**config.mk**
```make
export PLATFORM = sky130hd
export DESIGN_NAME = afu_div
export DESIGN_NICKNAME = d
export VERILOG_FILES = /design/src/design/afu_pkg.sv /design/src/design/afu_div.sv
export SDC_FILE = /design/constraint.sdc
export NUM_CORES = 2
export LEC_CHECK = 0
export BUFFER_PORTS_ARGS = -buffer_cell sky130_fd_sc_hd__clkbuf_2
export CELL_PAD_IN_SITES_DETAIL_PLACEMENT = 0
export CELL_PAD_IN_SITES_GLOBAL_PLACEMENT = 2
export CORE_UTILIZATION = 37
export CTS_CLUSTER_SIZE = 10
export DETAILED_ROUTE_END_ITERATION = 10
export PLACE_DENSITY_LB_ADDON = 0.05
export SYNTH_ARGS = -nofsm -noshare
export SYNTH_HDL_FRONTEND = slang
export SYNTH_SLANG_ARGS = --single-unit
```
**constraint.sdc**
```tcl
create_clock -name clk -period 3.63 [get_ports clk]
set_clock_uncertainty 0.1 [all_clocks]
set_input_delay 0.363 -clock clk [delete_from_list [all_inputs] [get_ports clk]]
set_output_delay 0.363 -clock clk [all_outputs]
set_load 0.01 [all_outputs]
```
**src/design/afu_pkg.sv**
```systemverilog
// ----------------------------------------------------------------------------
// afu_pkg: shared types and constants of the activation function unit
// Fixed-point formats, mode codes, pipeline dimensions and the exp(-1)
// constant that the exponential chain multiplies by.
// ----------------------------------------------------------------------------
package afu_pkg;

	localparam int DATA_WIDTH = 16;
	localparam int FRAC_BITS  = 8;

	// internal unsigned fixed point with QW fraction bits
	localparam int QW = 30;
	localparam logic [63:0] QONE = 64'd1 << QW;
	localparam logic [63:0] Q60  = 64'd1 << 60;

	localparam int TERMS     = 16;	// Taylor terms of exp(r)
	localparam int EXP_N_MAX = 40;	// exp(-t) is zero from this integer part on
	localparam int N_W       = 6;
	localparam int R_W       = QW;

	// divider geometry: 61-bit dividend, 32-bit divisor, 31-bit quotient
	localparam int NUM_W = 61;
	localparam int DEN_W = 32;
	localparam int QUO_W = 31;

	typedef enum logic [2:0] {
		MODE_STEP  = 3'd0,
		MODE_RELU  = 3'd1,
		MODE_SRELU = 3'd2,
		MODE_GAUSS = 3'd3,
		MODE_TANH  = 3'd4,
		MODE_SWISH = 3'd5
	} mode_t;

	// 2^60 / exp(1), with exp(1) from the same truncated series as the datapath;
	// with r = 1 each term is the previous one divided by its index
	localparam logic [63:0] E_T1  = QONE;
	localparam logic [63:0] E_T2  = E_T1 / 64'd2;
	localparam logic [63:0] E_T3  = E_T2 / 64'd3;
	localparam logic [63:0] E_T4  = E_T3 / 64'd4;
	localparam logic [63:0] E_T5  = E_T4 / 64'd5;
	localparam logic [63:0] E_T6  = E_T5 / 64'd6;
	localparam logic [63:0] E_T7  = E_T6 / 64'd7;
	localparam logic [63:0] E_T8  = E_T7 / 64'd8;
	localparam logic [63:0] E_T9  = E_T8 / 64'd9;
	localparam logic [63:0] E_T10 = E_T9 / 64'd10;
	localparam logic [63:0] E_T11 = E_T10 / 64'd11;
	localparam logic [63:0] E_T12 = E_T11 / 64'd12;
	localparam logic [63:0] E_T13 = E_T12 / 64'd13;
	localparam logic [63:0] E_T14 = E_T13 / 64'd14;
	localparam logic [63:0] E_T15 = E_T14 / 64'd15;
	localparam logic [63:0] E_T16 = E_T15 / 64'd16;
	localparam logic [63:0] E_SUM = QONE + E_T1 + E_T2 + E_T3 + E_T4 + E_T5 + E_T6
		+ E_T7 + E_T8 + E_T9 + E_T10 + E_T11 + E_T12 + E_T13 + E_T14 + E_T15 + E_T16;

	localparam logic [63:0] EINV_FULL = Q60 / E_SUM;
	localparam logic [29:0] EINV      = EINV_FULL[29:0];

endpackage

```
**src/design/afu_div.sv**
```systemverilog
// ----------------------------------------------------------------------------
// afu_div: pipelined restoring divider
// One quotient bit per stage; a tag travels alongside each operand pair.
// ----------------------------------------------------------------------------
module afu_div #(
	parameter int TAG_W = 1
) (
	input  logic                        clk,
	input  logic                        arst_n,
	input  logic                        in_valid,
	input  logic [afu_pkg::NUM_W-1:0]   in_num,
	input  logic [afu_pkg::DEN_W-1:0]   in_den,
	input  logic [TAG_W-1:0]            in_tag,
	output logic                        out_valid,
	output logic [afu_pkg::QUO_W-1:0]   out_quo,
	output logic [TAG_W-1:0]            out_tag
);
	import afu_pkg::*;

	logic [DEN_W-1:0] rem_s [0:QUO_W];
	logic [QUO_W-1:0] low_s [0:QUO_W];
	logic [QUO_W-1:0] quo_s [0:QUO_W];
	logic [DEN_W-1:0] den_s [0:QUO_W];
	logic [TAG_W-1:0] tag_s [0:QUO_W];
	logic             vld_s [0:QUO_W];

	// the quotient fits QUO_W bits, so the upper dividend bits start as remainder
	assign rem_s[0] = DEN_W'(in_num[NUM_W-1:QUO_W]);
	assign low_s[0] = in_num[QUO_W-1:0];
	assign quo_s[0] = '0;
	assign den_s[0] = in_den;
	assign tag_s[0] = in_tag;
	assign vld_s[0] = in_valid;

	for (genvar j = 0; j < QUO_W; j++) begin : g_step
		logic [DEN_W:0] trial;
		logic [DEN_W:0] diff;
		logic           ge;

		assign trial = {rem_s[j], low_s[j][QUO_W-1]};
		assign ge    = trial >= {1'b0, den_s[j]};
		assign diff  = trial - {1'b0, den_s[j]};

		always_ff @(posedge clk or negedge arst_n) begin
			if (!arst_n) begin
				vld_s[j+1] <= 1'b0;
			end else begin
				vld_s[j+1] <= vld_s[j];
			end
		end

		always_ff @(posedge clk) begin
			rem_s[j+1] <= ge ? diff[DEN_W-1:0] : trial[DEN_W-1:0];
			low_s[j+1] <= {low_s[j][QUO_W-2:0], 1'b0};
			quo_s[j+1] <= {quo_s[j][QUO_W-2:0], ge};
			den_s[j+1] <= den_s[j];
			tag_s[j+1] <= tag_s[j];
		end
	end

	assign out_valid = vld_s[QUO_W];
	assign out_quo   = quo_s[QUO_W];
	assign out_tag   = tag_s[QUO_W];

endmodule

```
; ---- Word-level counts from Yosys, hierarchy flattened
; Cells that the tools add are included.
[word_totals]
elab_cells = 275
regBits = 2943
in_bits = 97
out_inout_bits = 33
[classes]
magnitude_cmp = 31
muxes = 30
addsub = 30
[op_table]
columns = cell, count
row1 = $ge A33 B32 Y1, 30
row2 = $mux W32, 29
row3 = $sub A32 B32 Y32, 29
row4 = $ge A31 B32 Y1, 1
row5 = $sub A31 B32 Y32, 1
row6 = $mux W31, 1

; ---- Depth between registers and ports, before layout
[logic_depth]
depth_word = 2
depth_mapped = 16
ltp_nobuf = 15

; ---- Worst setup path before layout
; No wires, ideal clock.
[synth_path]
kind = reg-to-reg
from = register den_s[609] (netlist bit)
to = register rem_s (netlist bit g_step[13].trial[10])
path_stages_with_launch = 15
synth_period_minus_slack_ns = 3.839
setup_time_ns = 0.121
slack_ns = -0.209
arrival_time_ns = 3.618
n_path_buf = 1
cell_sequence = dfxtp_1 > inv_1 > ha_1 > nor2b_4 > o31a_1 > a41o_2 > o22ai_2 > o21ai_2 > a21o_1 > a221o_2 > a311oi_2 > a21oi_2 > a2111oi_4 > buf_6 > mux2_4
[synth_between]
elab_chain_len = 2
elab_cells_between_ends = 3
cone_classes = add/sub: 1 / order compare: 1 / mux: 1
[synth_lines]
columns = item, line_no
row1 = from (decl), afu_div.sv:23  ; logic [DEN_W-1:0] den_s [0:QUO_W];
row2 = "from (signal, indexed assignment)", afu_div.sv:56  ; den_s[j+1] <= den_s[j];
row3 = $sub A32 B32 Y32 / $ge A33 B32 Y1 (equally long branches), "afu_div.sv:42, afu_div.sv:41"
row4 = $mux W32 *, afu_div.sv:53  ; rem_s[j+1] <= ge ? diff[DEN_W-1:0] : trial[DEN_W-1:0];
row5 = "to (signal, indexed assignment)", afu_div.sv:53
row6 = to (decl), afu_div.sv:20  ; logic [DEN_W-1:0] rem_s [0:QUO_W];
; Every way passes the cells marked *; elsewhere a longest branch is shown, timed or not.
; A chain may end at the register's enable or synchronous reset.

; ---- Worst setup path after layout
[layout_path]
from = register den_s[614] (netlist bit)
to = register rem_s (netlist bit g_step[13].trial[15])
; The elaborated chain is that of the path after synthesis.

==> results.yml <==
die:
  core_area_mm2: 0.3248
  die_h_um: 574.1
  initial_core_util: 0.3728
  ioPinCount: 130
  num_rows: 209
  die-area_mm2: 0.3296
  fp.dieW_um: 574.1
synthesis:
  ys_seq_area_frac: 0.4878
  synth.distinct_cells: 97
  synth_edf_count: 0
  syn-num-nets: 13560
  syn_inst: 12440
  ys_ff_latch: 2943
  synthArstFlopShare: 0.01053
  ys_warn_count: 0
  syn_area_per_cell_um2: 9.735
  synthFlopType: "dfxtp_1"
  syn-cell-area_mm2: 0.1211
timing:
  finalHoldViolations: 0
  rsz0062_at_grt: "yes"
  min_period_over_period: 1.033
  worst_slew_pin_slew_ns: 0.8069
  fmax_mhz: 266.8
  worst_slack_ns: -0.1182
  slew_viol_final: 0
  setup_viol: 24
  relSlewSlack: 0.4571
  timing.final.crit_period_ns: 3.748
  fin_tns_setup_ns: -2.093
placement:
  port_buffers: 129
  place_congestion: 0.8536
  pre_cts_slack_ns: -0.4017
  dpl_cell_area_mm2: 0.1327
  dp_hpwl_mm: 254.9
clock_network:
  clock_latency_ns: 0.92
  root_buffer: "clkbuf_16"
  clk_pin_slew_worst_paths_ns: 0.06
  htree_num_levels: 5
  tritoncts: "built"
  cts_inserted_buffers: 352
  cts_max_path_buffers: 4
  cts.sinks: 2943
routing:
  vias: 88040
  wl_mm: 327.9
  drc: 0
  dr.pass1.iters: 9
  drt_iter0_drc: 4121
  wl_per_cell_um: 18.06
  ant_nets: 0
  vias_per_cell: 4.849
run_status:
  status: "finished with violations"
  violations: "negative setup slack"
layout:
  fillers: 31120
  fin_nets: 14800
  layout_commonest_cell: "dfxtp_1"
  drive_above_1_share: 0.1607
  post-route-cell-area_mm2: 0.1477
  final_cell_mix: "2881 x dfxtp_1, 1213 x inv_1, 962 x ha_1"
  area_delta_synth_final_pct: 21.97
  utilization: 0.4548
global_routing:
  busiest_layer: "met2"
  track_usage: 0.1929
  grt_pass1_vias: 88700
  use_met2: 0.3491
  grt_pass1_wl_mm: 504.3
  grt_util_met1: 0.2391
  grt_max_degree: 48
  use_met3: 0.02726
  overflow: 0
  antenna_found_initial: 7
setup_path:
  path_max_fanout: 6
  critPathLaunchType: "flip-flop"
  regToRegSetupSlack_ns: -0.12
  cp-end-kind: "flip-flop"
  crit_required_ns: 4.32
  worstSetupPathType: "flip-flop to flip-flop"
  critical_path_arrival_ns: 4.44
power_and_ir_drop:
  finalPower_mw: 155.7
  p_per_area_mw_per_mm2: 1054
  power.leakage_nw: 68.06
  vdd_drop_max_mv: 0.5906
worst_hold_path:
  hold_path_class: "input port to flip-flop"
run:
  maxCapViolCount: 0
==> flip-flops by register name, summed over array words and instances, names as in the netlist <==
name and flops:
g_step.trial 990, den_s 960, quo_s 465, low_s 435, out_quo 31, tag_s 30, vld_s 30, out_tag 1
out_valid 1
==> critical path, cell delays in order, from the launching register on <==
cell and delay [ns]:
dfxtp_2 0.33, inv_2 0.04, ha_4 0.24, a21oi_2 0.15, o21ai_2 0.08, or3_4 0.40, o22ai_4 0.18, o21ai_2 0.11
a21o_1 0.21, a221o_2 0.37, a311oi_2 0.31, a21oi_2 0.11, a2111oi_4 0.21, buf_6 0.20, buf_4 0.13, buf_12 0.13
mux2_4 0.30
==> worst paths after layout <==
kind | cells past startpoint | from | endpoint
max | 16 | den_s[614] | g_step[13].trial[15]
min | 3 | in_num[57] | g_step[1].trial[28]
max reg2reg | 16 | den_s[614] | g_step[13].trial[15]
min reg2reg | 0 | quo_s[837] | quo_s[807]
max in group asynchronous | 4 | arst_n | vld_s[21]
min in group asynchronous | 4 | arst_n | vld_s[2]
==> Yosys cell counts, types with 25 or more instances <==
cell,number,area share
a211oi_1,75,0.0046
a21boi_0,29,0.0018
a21o_1,506,0.031
a21oi_1,1006,0.042
a31oi_1,91,0.0047
and2_1,37,0.0019
and3_1,72,0.0037
buf_4,31,0.0019
clkbuf_1,264,0.0082
dfrtp_1,31,0.0064
dfxtp_1,2912,0.48
fa_1,30,0.0050
ha_1,991,0.10
inv_1,1222,0.038
mux2_2,312,0.029
mux2_4,26,0.0032
mux2i_1,25,0.0021
nand2_1,834,0.026
nand2b_1,122,0.0063
nand3_1,201,0.0083
nand4_1,161,0.0083
nor2_1,660,0.020
nor2b_1,141,0.0073
nor3_1,129,0.0053
nor4_1,42,0.0022
o211ai_1,39,0.0024
o21a_1,140,0.0087
o21ai_0,843,0.035
o21bai_1,108,0.0067
o31a_1,32,0.0023
o31ai_1,70,0.0043
or2_2,39,0.0020
or3_1,39,0.0020
xnor2_1,459,0.033
xor2_1,349,0.025
==> report_power, final <==
group	switching, mW	total [mW]	internal [mW]
Sequential	5.92	48.0	42.1
Clock	13.2	32.1	18.8
Combinational	39.2	75.6	36.4
Total	58.4	156	97.3
==> cells by family (layout without fill, tap and decap cells) <==
logic type | after synthesis | after routing | share of synthesized area
buffers and inverters | 1550 | 2933 | 0.04997
AOI/OAI and AO/OA | 3208 | 3208 | 0.1636
muxes | 364 | 364 | 0.03440
DFF | 2943 | 2943 | 0.4878
and+or+nand+nor | 2545 | 2545 | 0.09838
xor gates and xnor gates | 808 | 808 | 0.05844
other | 0 | 9 | 0
adders and majority gates | 1021 | 1021 | 0.1074
==> final cells by class <==
| type | instances | area [um^2] | area share |
|---|---|---|---|
| sequential | 2943 | 59110 | 0.4002 |
| clock inverter | 50 | 778.2 | 0.005269 |
| inverter | 1222 | 4591 | 0.03108 |
| multi-input combinational | 7946 | 57830 | 0.3916 |
| tap | 4325 | 5411 | 0.03664 |
| antenna | 9 | 22.52 | 0.0001525 |
| timing repair buffer | 1221 | 10350 | 0.07006 |
| clock buffer | 440 | 9604 | 0.06503 |
==> per-stage QoR <==
stage | instances | hold slack, ns
2_1_floorplan | 12440 | -0.03259
3_3_place_gp | 17400 | 0.2095
3_5_place_dp | 17400 | 0.2121
4_1_cts | 18080 | 0.07258
5_1_grt | 18150 | 0.1269
6_report | 18160 | 0.1629
==> layer usage <==
layer	vias to the layer above	wire [um]
li1	45190	-
met1	41150	145800
met2	1292	163100
met3	407	11540
met4	0	7411
met5	-	0
==> what timing repair did <==
item / in CTS / in global routing
setup endpoints to repair: 242 / 758
hold buffers: 172 / 0
setup buffers: 15 / 52
pin swaps: 22 / 108
resized for setup: 86 / 378
hold endpoints to repair: 127 / 0
gates cloned: 6 / 17
Note: power is estimated with default switching activity, not from simulation.
